### config.mk
export PLATFORM = sky130hd
export DESIGN_NAME = byte_double_ended_queue_core
export DESIGN_NICKNAME = d
export VERILOG_FILES = /design/src/rtl/core/bdeq_pkg.sv /design/src/rtl/core/bdeq_cell.sv /design/src/rtl/core/bdeq_ctrl.sv /design/src/rtl/core/byte_double_ended_queue_core.sv
export VERILOG_INCLUDE_DIRS = /design/src /design/src/rtl/core
export SDC_FILE = /design/constraint.sdc
export NUM_CORES = 1
export LEC_CHECK = 0
export BUFFER_PORTS_ARGS = -buffer_cell sky130_fd_sc_hd__clkbuf_2
export CAP_MARGIN = 5
export CORE_UTILIZATION = 60
export CTS_CLUSTER_SIZE = 25
export DETAILED_ROUTE_END_ITERATION = 7
export HOLD_SLACK_MARGIN = 0.08
export PLACE_DENSITY_LB_ADDON = 0.12
export SLEW_MARGIN = 20
export SYNTH_ARGS = -nofsm -noshare
export SYNTH_HDL_FRONTEND = slang
export SYNTH_HIERARCHICAL = 1
export SYNTH_SLANG_ARGS = --single-unit
### constraint.sdc
create_clock -name clk_i -period 8.1 [get_ports clk_i]
set_clock_uncertainty 0.1 [all_clocks]
set_input_delay 0.405 -clock clk_i [delete_from_list [all_inputs] [get_ports clk_i]]
set_output_delay 0.405 -clock clk_i [all_outputs]
set_load 0.02 [all_outputs]
### src/rtl/core/assert_macros.svh
// assertion helpers shared by the queue rtl
// both expect clk_i and rst_ni in the scope of the module that uses them
`ifndef ASSERT_MACROS_SVH
`define ASSERT_MACROS_SVH

// plain property, checked on every rising edge outside of reset
`define BDEQ_ASSERT(lbl, prop, msg) \
  lbl: assert property (@(posedge clk_i) disable iff (!rst_ni) (prop)) else $error(msg);

// same-cycle implication
`define BDEQ_ASSERT_IMP(lbl, ante, cons, msg) \
  lbl: assert property (@(posedge clk_i) disable iff (!rst_ni) (ante) |-> (cons)) \
    else $error(msg);

// next-cycle implication
`define BDEQ_ASSERT_NXT(lbl, ante, cons, msg) \
  lbl: assert property (@(posedge clk_i) disable iff (!rst_ni) (ante) |=> (cons)) \
    else $error(msg);

`endif

### src/rtl/core/bdeq_pkg.sv
`timescale 1ns / 1ps

package bdeq_pkg;

  // queue geometry
  localparam int unsigned DEPTH         = 64;
  localparam int unsigned CNT_W         = $clog2(DEPTH + 1);
  localparam int unsigned DATA_W        = 8;
  localparam int unsigned ENTRY_COUNT_W = 7;

  typedef enum logic [1:0] {
    OP_PUSH_FRONT = 2'd0,
    OP_PUSH_BACK  = 2'd1,
    OP_POP_FRONT  = 2'd2,
    OP_POP_BACK   = 2'd3
  } opcode_e;

  typedef logic [CNT_W-1:0]  count_t;
  typedef logic [DATA_W-1:0] data_t;

  // broadcast from the controller to every cell
  typedef struct packed {
    logic    en;
    opcode_e op;
    data_t   value;
    count_t  count;
  } cell_ctrl_t;

endpackage

### src/rtl/core/bdeq_cell.sv
`timescale 1ns / 1ps

// one position of the queue: holds the entry at this distance from the front
// (front chain) and the entry at this distance from the back (back chain)
module bdeq_cell (
  input  logic                clk_i,
  input  bdeq_pkg::cell_ctrl_t ctrl_i,
  input  bdeq_pkg::count_t    idx_i,
  input  bdeq_pkg::data_t     f_prev_i,
  input  bdeq_pkg::data_t     f_next_i,
  input  bdeq_pkg::data_t     b_prev_i,
  input  bdeq_pkg::data_t     b_next_i,
  output bdeq_pkg::data_t     f_o,
  output bdeq_pkg::data_t     b_o
);
  import bdeq_pkg::*;

  data_t f_q, f_d;
  data_t b_q, b_d;
  logic  at_tail;

  // this cell is the first free slot of both chains
  assign at_tail = (idx_i == ctrl_i.count);

  // shift or load per operation
  always_comb begin
    f_d = f_q;
    b_d = b_q;
    if (ctrl_i.en) begin
      case (ctrl_i.op)
        OP_PUSH_FRONT: begin
          f_d = f_prev_i;
          if (at_tail) begin
            b_d = ctrl_i.value;
          end
        end
        OP_PUSH_BACK: begin
          b_d = b_prev_i;
          if (at_tail) begin
            f_d = ctrl_i.value;
          end
        end
        OP_POP_FRONT: begin
          f_d = f_next_i;
        end
        OP_POP_BACK: begin
          b_d = b_next_i;
        end
        default: begin
          f_d = f_q;
          b_d = b_q;
        end
      endcase
    end
  end

  // entry storage
  always_ff @(posedge clk_i) begin
    f_q <= f_d;
    b_q <= b_d;
  end

  assign f_o = f_q;
  assign b_o = b_q;

endmodule

### src/rtl/core/bdeq_ctrl.sv
`timescale 1ns / 1ps
`include "assert_macros.svh"

// count, bounds checks, handshake and result flags
module bdeq_ctrl (
  input  logic                 clk_i,
  input  logic                 rst_ni,
  input  logic                 in_valid_i,
  output logic                 in_stall_o,
  input  bdeq_pkg::opcode_e    opcode_i,
  input  bdeq_pkg::data_t      value_i,
  output logic                 out_valid_o,
  input  logic                 out_stall_i,
  output logic                 op_error_o,
  output bdeq_pkg::count_t     count_o,
  output bdeq_pkg::cell_ctrl_t cell_ctrl_o
);
  import bdeq_pkg::*;

  count_t count_q, count_d;
  logic   out_valid_q, out_valid_d;
  logic   err_q;
  logic   accept;
  logic   full;
  logic   empty;
  logic   drop;
  logic   is_push;

  // a new transfer waits only while a result is held and stalled
  assign in_stall_o = out_valid_q && out_stall_i;
  assign accept     = in_valid_i && !in_stall_o;

  assign full    = (count_q == CNT_W'(DEPTH));
  assign empty   = (count_q == '0);
  assign is_push = (opcode_i == OP_PUSH_FRONT) || (opcode_i == OP_PUSH_BACK);
  assign drop    = is_push ? full : empty;

  // entry count
  always_comb begin
    count_d = count_q;
    if (accept && !drop) begin
      count_d = is_push ? count_q + count_t'(1) : count_q - count_t'(1);
    end
  end

  // result valid
  always_comb begin
    out_valid_d = out_valid_q && out_stall_i;
    if (accept) begin
      out_valid_d = 1'b1;
    end
  end

  always_ff @(posedge clk_i or negedge rst_ni) begin
    if (!rst_ni) begin
      count_q     <= '0;
      out_valid_q <= 1'b0;
    end else begin
      count_q     <= count_d;
      out_valid_q <= out_valid_d;
    end
  end

  // error flag of the last operation
  always_ff @(posedge clk_i) begin
    if (accept) begin
      err_q <= drop;
    end
  end

  assign cell_ctrl_o.en    = accept && !drop;
  assign cell_ctrl_o.op    = opcode_i;
  assign cell_ctrl_o.value = value_i;
  assign cell_ctrl_o.count = count_q;

  assign out_valid_o = out_valid_q;
  assign op_error_o  = err_q;
  assign count_o     = count_q;

  `BDEQ_ASSERT(a_count_bound, count_q <= CNT_W'(DEPTH), "entry count above depth")
  `BDEQ_ASSERT_NXT(a_push_grows, accept && is_push && !full,
                   count_q == $past(count_q) + count_t'(1), "push did not grow count")
  `BDEQ_ASSERT_NXT(a_drop_holds, accept && drop,
                   (count_q == $past(count_q)) && err_q, "dropped op changed state")
  `BDEQ_ASSERT_IMP(a_no_overrun, out_valid_q && out_stall_i, !accept,
                   "transfer taken over a held result")

endmodule

### src/rtl/core/byte_double_ended_queue_core.sv
// byte double-ended queue
// input channel: in_valid_i / in_stall_o carry opcode_i (push front, push back,
// pop front, pop back) and value_i; a transfer happens when valid is high and
// stall is low. output channel: out_valid_o / out_stall_i carry the front and
// back entries, entry count, empty flag and error flag after each operation.
// the result is valid the cycle after its transfer.
// throughput is one operation per cycle while out_stall_i is low, set by the row
// of cells that all shift or load together; the controller count is the only loop.
// while a result waits under out_stall_i, in_stall_o is high and the queue
// holds; the held result does not change.
// a push on a full queue or a pop on an empty one leaves the queue unchanged
// and reports op_error_o. front and back read zero when the queue is empty.
// reset clears the count and the result valid; entry storage is not cleared.
`timescale 1ns / 1ps

module byte_double_ended_queue_core (
  input  logic                   clk_i,
  input  logic                   rst_ni,
  input  logic                   in_valid_i,
  output logic                   in_stall_o,
  input  bdeq_pkg::opcode_e      opcode_i,
  input  logic [7:0]             value_i,
  output logic                   out_valid_o,
  input  logic                   out_stall_i,
  output logic [7:0]             front_value_o,
  output logic [7:0]             back_value_o,
  output logic [6:0]             entry_count_o,
  output logic                   is_empty_o,
  output logic                   op_error_o
);
  import bdeq_pkg::*;

  cell_ctrl_t cell_ctrl;
  count_t     count;
  data_t      f_chain [DEPTH];
  data_t      b_chain [DEPTH];
  logic       empty;

  bdeq_ctrl u_ctrl (
    .clk_i       (clk_i),
    .rst_ni      (rst_ni),
    .in_valid_i  (in_valid_i),
    .in_stall_o  (in_stall_o),
    .opcode_i    (opcode_i),
    .value_i     (value_i),
    .out_valid_o (out_valid_o),
    .out_stall_i (out_stall_i),
    .op_error_o  (op_error_o),
    .count_o     (count),
    .cell_ctrl_o (cell_ctrl)
  );

  // row of cells; cell zero takes the pushed byte as its upstream neighbor
  for (genvar i = 0; i < DEPTH; i++) begin : g_cell
    data_t f_prev, f_next, b_prev, b_next;

    if (i == 0) begin : g_head
      assign f_prev = cell_ctrl.value;
      assign b_prev = cell_ctrl.value;
    end else begin : g_body
      assign f_prev = f_chain[i-1];
      assign b_prev = b_chain[i-1];
    end

    if (i == DEPTH - 1) begin : g_tail
      assign f_next = '0;
      assign b_next = '0;
    end else begin : g_inner
      assign f_next = f_chain[i+1];
      assign b_next = b_chain[i+1];
    end

    bdeq_cell u_cell (
      .clk_i    (clk_i),
      .ctrl_i   (cell_ctrl),
      .idx_i    (CNT_W'(i)),
      .f_prev_i (f_prev),
      .f_next_i (f_next),
      .b_prev_i (b_prev),
      .b_next_i (b_next),
      .f_o      (f_chain[i]),
      .b_o      (b_chain[i])
    );
  end

  // result fields come straight from the held state
  assign empty         = (count == '0);
  assign front_value_o = empty ? '0 : f_chain[0];
  assign back_value_o  = empty ? '0 : b_chain[0];
  assign entry_count_o = ENTRY_COUNT_W'(count);
  assign is_empty_o    = empty;

endmodule
## After elaboration in Yosys (flattened, before gate mapping)

Cells that the tools add are included.

- Add/sub/neg operators: 2
- Reduce and logical (&&, ||, !) cells: 138
- Multiplexer cells: 197
- Equality and inequality tests: 195

Operators by type and width:

| cell | number |
|---|---|
| 8-bit one-hot mux with 3 select lines | 128 |
| 8-bit 2-to-1 mux | 66 |
| 3-bit AND reduction | 128 |
| 2-bit by 1-bit inequality test with 1-bit output, second input constant | 126 |
| 6-bit by 7-bit equality test with 1-bit output, first input constant | 32 |
| 5-bit by 7-bit equality test with 1-bit output, first input constant | 16 |
| 4-bit by 7-bit equality test with 1-bit output, first input constant | 8 |
| 3-bit by 7-bit equality test with 1-bit output, first input constant | 4 |
| 2-bit by 7-bit equality test with 1-bit output, first input constant | 2 |
| 7-bit by 1-bit adder with 7-bit output, second input constant | 1 |
| 1-bit by 7-bit equality test with 1-bit output, first input constant | 1 |
| 7-bit equality test, second input constant | 1 |
| 7-bit zero test | 1 |
| 7-bit 2-to-1 mux | 1 |
| 7-bit by 1-bit subtractor with 7-bit output, second input constant | 1 |
| 3-bit nonzero test | 2 |
| 2-bit equality test, second input constant | 2 |
| 2-bit inequality test, second input constant | 2 |
| 1-bit logical AND | 3 |
| 2-bit by 1-bit equality test with 1-bit output, second input constant | 1 |
| 1-bit zero test | 2 |
| 2-bit zero test | 1 |
| 1-bit 2-to-1 mux | 2 |
| 1-bit logical OR | 1 |

- Register bits after elaboration: 1033
- Output and inout bits: 27

## Depth between registers and ports, before layout

- Depth after elaboration: 6
- Depth in mapped cells: 7

## Cells and area by module

The synthesis kept the hierarchy.

By module, submodules not included:

| module | seq. area each (µm²) | area an instance (µm²) | instances | cells an instance |
|---|---|---|---|---|
| bdeq_cell | 480.5 | 967.2 | 64 | 93 |
| bdeq_ctrl | 230.2 | 763.2 | 1 | 75 |
| byte_double_ended_queue_core | 0.0 | 211.5 | 1 | 23 |

## Least setup slack after synthesis

Ideal clock, no wire load.

- Path type: register to register
- Start point: reg u_ctrl.count_q[2], in the netlist u_ctrl/count_o[2]
- End point: reg g_cell[0].u_cell.f_q[0], enable pin
- Path slack: 1.312 ns
- Data arrival time: 6.301 ns
- Path buffers: 1
- Required time: 7.612 ns
- Cell stages (with the launch flop): 8
- Period minus slack after synthesis: 6.788 ns
- Cells stage by stage: dfrtp_1 -> nor4_1 -> nand4_1 -> and2_1 -> buf_6 -> nand2b_1 -> nand2b_1 -> o32ai_1

RTL lines:

| what | RTL line | source |
|---|---|---|
| start, declared | bdeq_ctrl.sv:20 | `count_t count_q, count_d;` |
| start signal, assigned | bdeq_ctrl.sv:59 | `count_q <= count_d;` |
| end signal, assigned | bdeq_cell.sv:59 | `f_q <= f_d;` |
| end, declared | bdeq_cell.sv:18 | `data_t f_q, f_d;` |

==> results.md <==
- CP bufs+invs: 2
- Reg-to-Reg Start: u_ctrl/count_o[1]
- Post-CTS resize count: 0
- CP max stage delay: between 1 and 1.5 ns
- Hold Slack: 0.1430 ns
- Post-synthesis adder-cell area fraction: 0.06499
- CP Capture Type: flop
- Vias in the first global route: ~46000
- Initial antenna violation count: 0
- Critical path type: reg2reg
- PD cells: approximately 240 nW/um2
- Pre-antenna DRT Iters: 6
- CTS Root Buffer Type: clkbuf_16
- Largest net degree at the start of global routing: between 100 and 150
- IO buf count: 40
- Reg2reg path depth: 7
- CP max FO: 92
- Max Cap Viol: 0
- Crit path cell chain: inv_1 > nand4_1 > and2_4 > buf_4 > nand2b_1 > nand2b_1 > o32ai_2
- Worst r2r dst: g_cell[4].u_cell/f_o[4]
- Worst slew margin: 0.2336
- Most frequent cells in the layout: nand2_1, edfxtp_1, a22oi_1
- Wire per inst: ~22 um
- Hold Path Depth: 3
- Worst-Skew Late Latency: 0.72 ns
- DRC Markers: 0
- Top cell type's share of synthesized area: 0.4895
- Simple-gate area share of the yosys netlist: 0.1393
- CP dominant cell by count: nand2b_1
- Minimum clock period: roughly 4.7 ns
- Top post-synthesis cells by area: edfxtp_1, a22oi_1, nand2_1, ha_1, xnor2_1
- Total power: around 0.016 W
- Worst-path clk slew: about 0.070 ns
- Die height: around 330 um
- Run status: completed
- Die width: ~330 um
- 1st-iter DRT viols: a little over 5000
- Mapped Cells: 6050
- Worst Setup Start Kind: flop
- Slew @ Worst Pin: around 1.1 ns
- Post-synth cell types: 43
- Syn_area_per_cell: between 10 and 15 um2
- # diodes: 0
- Hold Path Sink: g_cell[15].u_cell/b_o[1]
- Peak Freq: 214.5 MHz
- Leak Pwr: 26.08 nW
- TNS Setup: 0 ns
- Final Net Count: around 6700
- First-pass GRT wire length: around 260000 um
- GP Congestion: about 0.90
- Register area: ~31000 um2
- Synth Area in XOR/XNOR: 0.07088
- Sink Count: between 1000 and 1500
- Layout fillers: about 8000
- Std-Cell Rows: around 120
- GRT Overall Usage: 0.3147
- Hold_sp: value_i[1]
- Area growth from synthesis to layout: 9.926%
- Vias: between 40000 and 50000
- Hold violation count in the final report: 0
- Worst path slowest cell: dfrtp_4
- DR vias/cell: 6.120
- Ys async rst share: 0.007744
- RSZ-0062 raised after global routing: false
- Grt total ovfl: 0
- Cts bufs inserted: around 110
- Final ANT Viol Nets: 0
- VDD IR max: between 0.0002 and 0.00025 V
- DP HPWL: approximately 120000 um
- Largest family of logic cells by synthesized area: compound AO/OA/AOI/OAI gates
- Longest Clk Path Bufs: 3
- Commonest non-fill, non-tap cell in the layout: nand2_1
- Complex-gate fraction of the synthesized area: 0.1846
- Delay-heaviest family, CP: simple AND/OR/NAND/NOR gates
- Starting Density: 0.6066
- I/O pin count: between 40 and 50
- Synth area leader: edfxtp_1
- YS warnings: 6
- Number of synthesized flops with an enable pin: 1025
- Final wirelength: around 170000 um
- Mux cell area share after synthesis: 0.001194
- Core area: between 100000 and 150000 um2
- Worst R2R Setup Slack: around 3.4 ns
- Multi-input logic area: around 31000 um2
- CP Data Arrival Time: between 4 and 5 ns
- Top_reg_cell synth: edfxtp_1
- TritonCTS clock tree: yes
- Mapped cell area: ~63000 um2
- Tcrit/Tclk final: 0.5755
- Fraction of layout cells with a size suffix above 1: 0.08171
- CP required: ~8.3 ns
- Final setup fails: 0
- HP Class: in2reg
- Die area: around 110000 um2
- CTS H-tree lvls: 3
- Register area share after synthesis: 0.4927
- #FFs+latches synth: roughly 1000
- Slew Viols, Final: 0
==> power by group <==
| part | internal (W) | switching [W] | total, W | leakage (nW) |
|---|---|---|---|---|
| Sequential | 0.00641 | 0.000521 | 0.00693 | 9.58 |
| Combinational | 0.00168 | 0.00266 | 0.00433 | 14.7 |
| Clock | 0.00289 | 0.00218 | 0.00507 | 1.77 |
| Total | 0.0110 | 0.00536 | 0.0163 | 26.1 |
==> area by class of cell <==
| type | instances | share of cell area |
|---|---|---|
| clock inverter | 77 | 0.009902 |
| multi-input combinational | 4941 | 0.4553 |
| inverter | 133 | 0.007223 |
| clock buffer | 134 | 0.04236 |
| timing repair buffer | 107 | 0.01157 |
| sequential | 1033 | 0.4486 |
| tap | 1380 | 0.02498 |
==> logic make-up (layout without fill, tap and decap cells) <==
kind of cell	Yosys count	count (layout)
multiplexers	5	5
flip-flops	1033	1033
XOR/XNOR	454	454
other	2	464
buffers and inverters	538	451
adder cells (fa/ha/maj)	326	326
AND/OR/NAND/NOR	1999	1999
AO/OA/AOI/OAI	1693	1693
==> metal layers <==
metal | global-route usage | share of wire
met5 | 0 | 0
met4 | 0.1120 | 0.032
met3 | 0.04640 | 0.079
met2 | 0.5064 | 0.47
met1 | 0.4351 | 0.42
==> state kept, by name, indices dropped and copies added, names as in the netlist <==
signal	flops
u_ctrl/out_valid_o	1
u_ctrl/op_error_o	1
g_cell.u_cell/b_o	512
u_ctrl/count_o	7
g_cell.u_cell/f_o	512
==> how the worst max path moves through the flow <==
stage,startpoint,endpoint,slack [ns],cells after the start
final,u_ctrl/count_o[1],g_cell[4].u_cell/f_o[4],3.44,7
after global routing,u_ctrl/count_o[1],g_cell[4].u_cell/f_o[4],3.24,7
after CTS,u_ctrl/count_o[1],g_cell[10].u_cell/f_o[3],3.29,7
after detailed placement,u_ctrl/count_o[1],g_cell[23].u_cell/f_o[0],3.34,7
after global placement,u_ctrl/count_o[1],g_cell[61].u_cell/f_o[4],3.40,7
after floorplan,u_ctrl/count_o[2],g_cell[0].u_cell/f_o[0],1.31,7
==> worst min-delay path, cell delays in order <==
cell	delay [ns]
buf_6	0.21
nand2_1	0.11
nand2_1	0.05
==> stage by stage <==
stage	setup slack (ns)	instance area [um2]	utilization	cells
floorplan	1.312	64610	-	6512
global placement	3.401	64720	0.6245	7589
detailed placement	3.339	64930	0.6265	7589
CTS	3.292	68590	0.6617	7804
global route	3.240	69120	0.6668	7805
finish	3.438	69120	0.6668	7805
==> Yosys cell counts, types with 2 or more instances <==
cell	n
nand2_1	1089
edfxtp_1	1025
a22oi_1	1024
a21oi_1	516
nor2_1	514
xnor2_1	389
ha_1	325
buf_2	256
nand2b_1	193
buf_4	145
inv_1	133
o32ai_1	128
nand4_1	65
nand3_1	64
nor2_4	64
xnor2_2	64
dfrtp_1	8
a21boi_2	7
a21boi_0	6
mux2_4	5
a21boi_1	3
and2_1	2
buf_6	2
conb_1	2
nor3_1	2
o21ai_0	2
==> timing repair <==
action / CTS / global route
hold buffers: 4 / 0
hold endpoints to repair: 10 / 0
buffers inserted: 0 / 0
No activity file was read; power rests on OpenSTA's default activity.
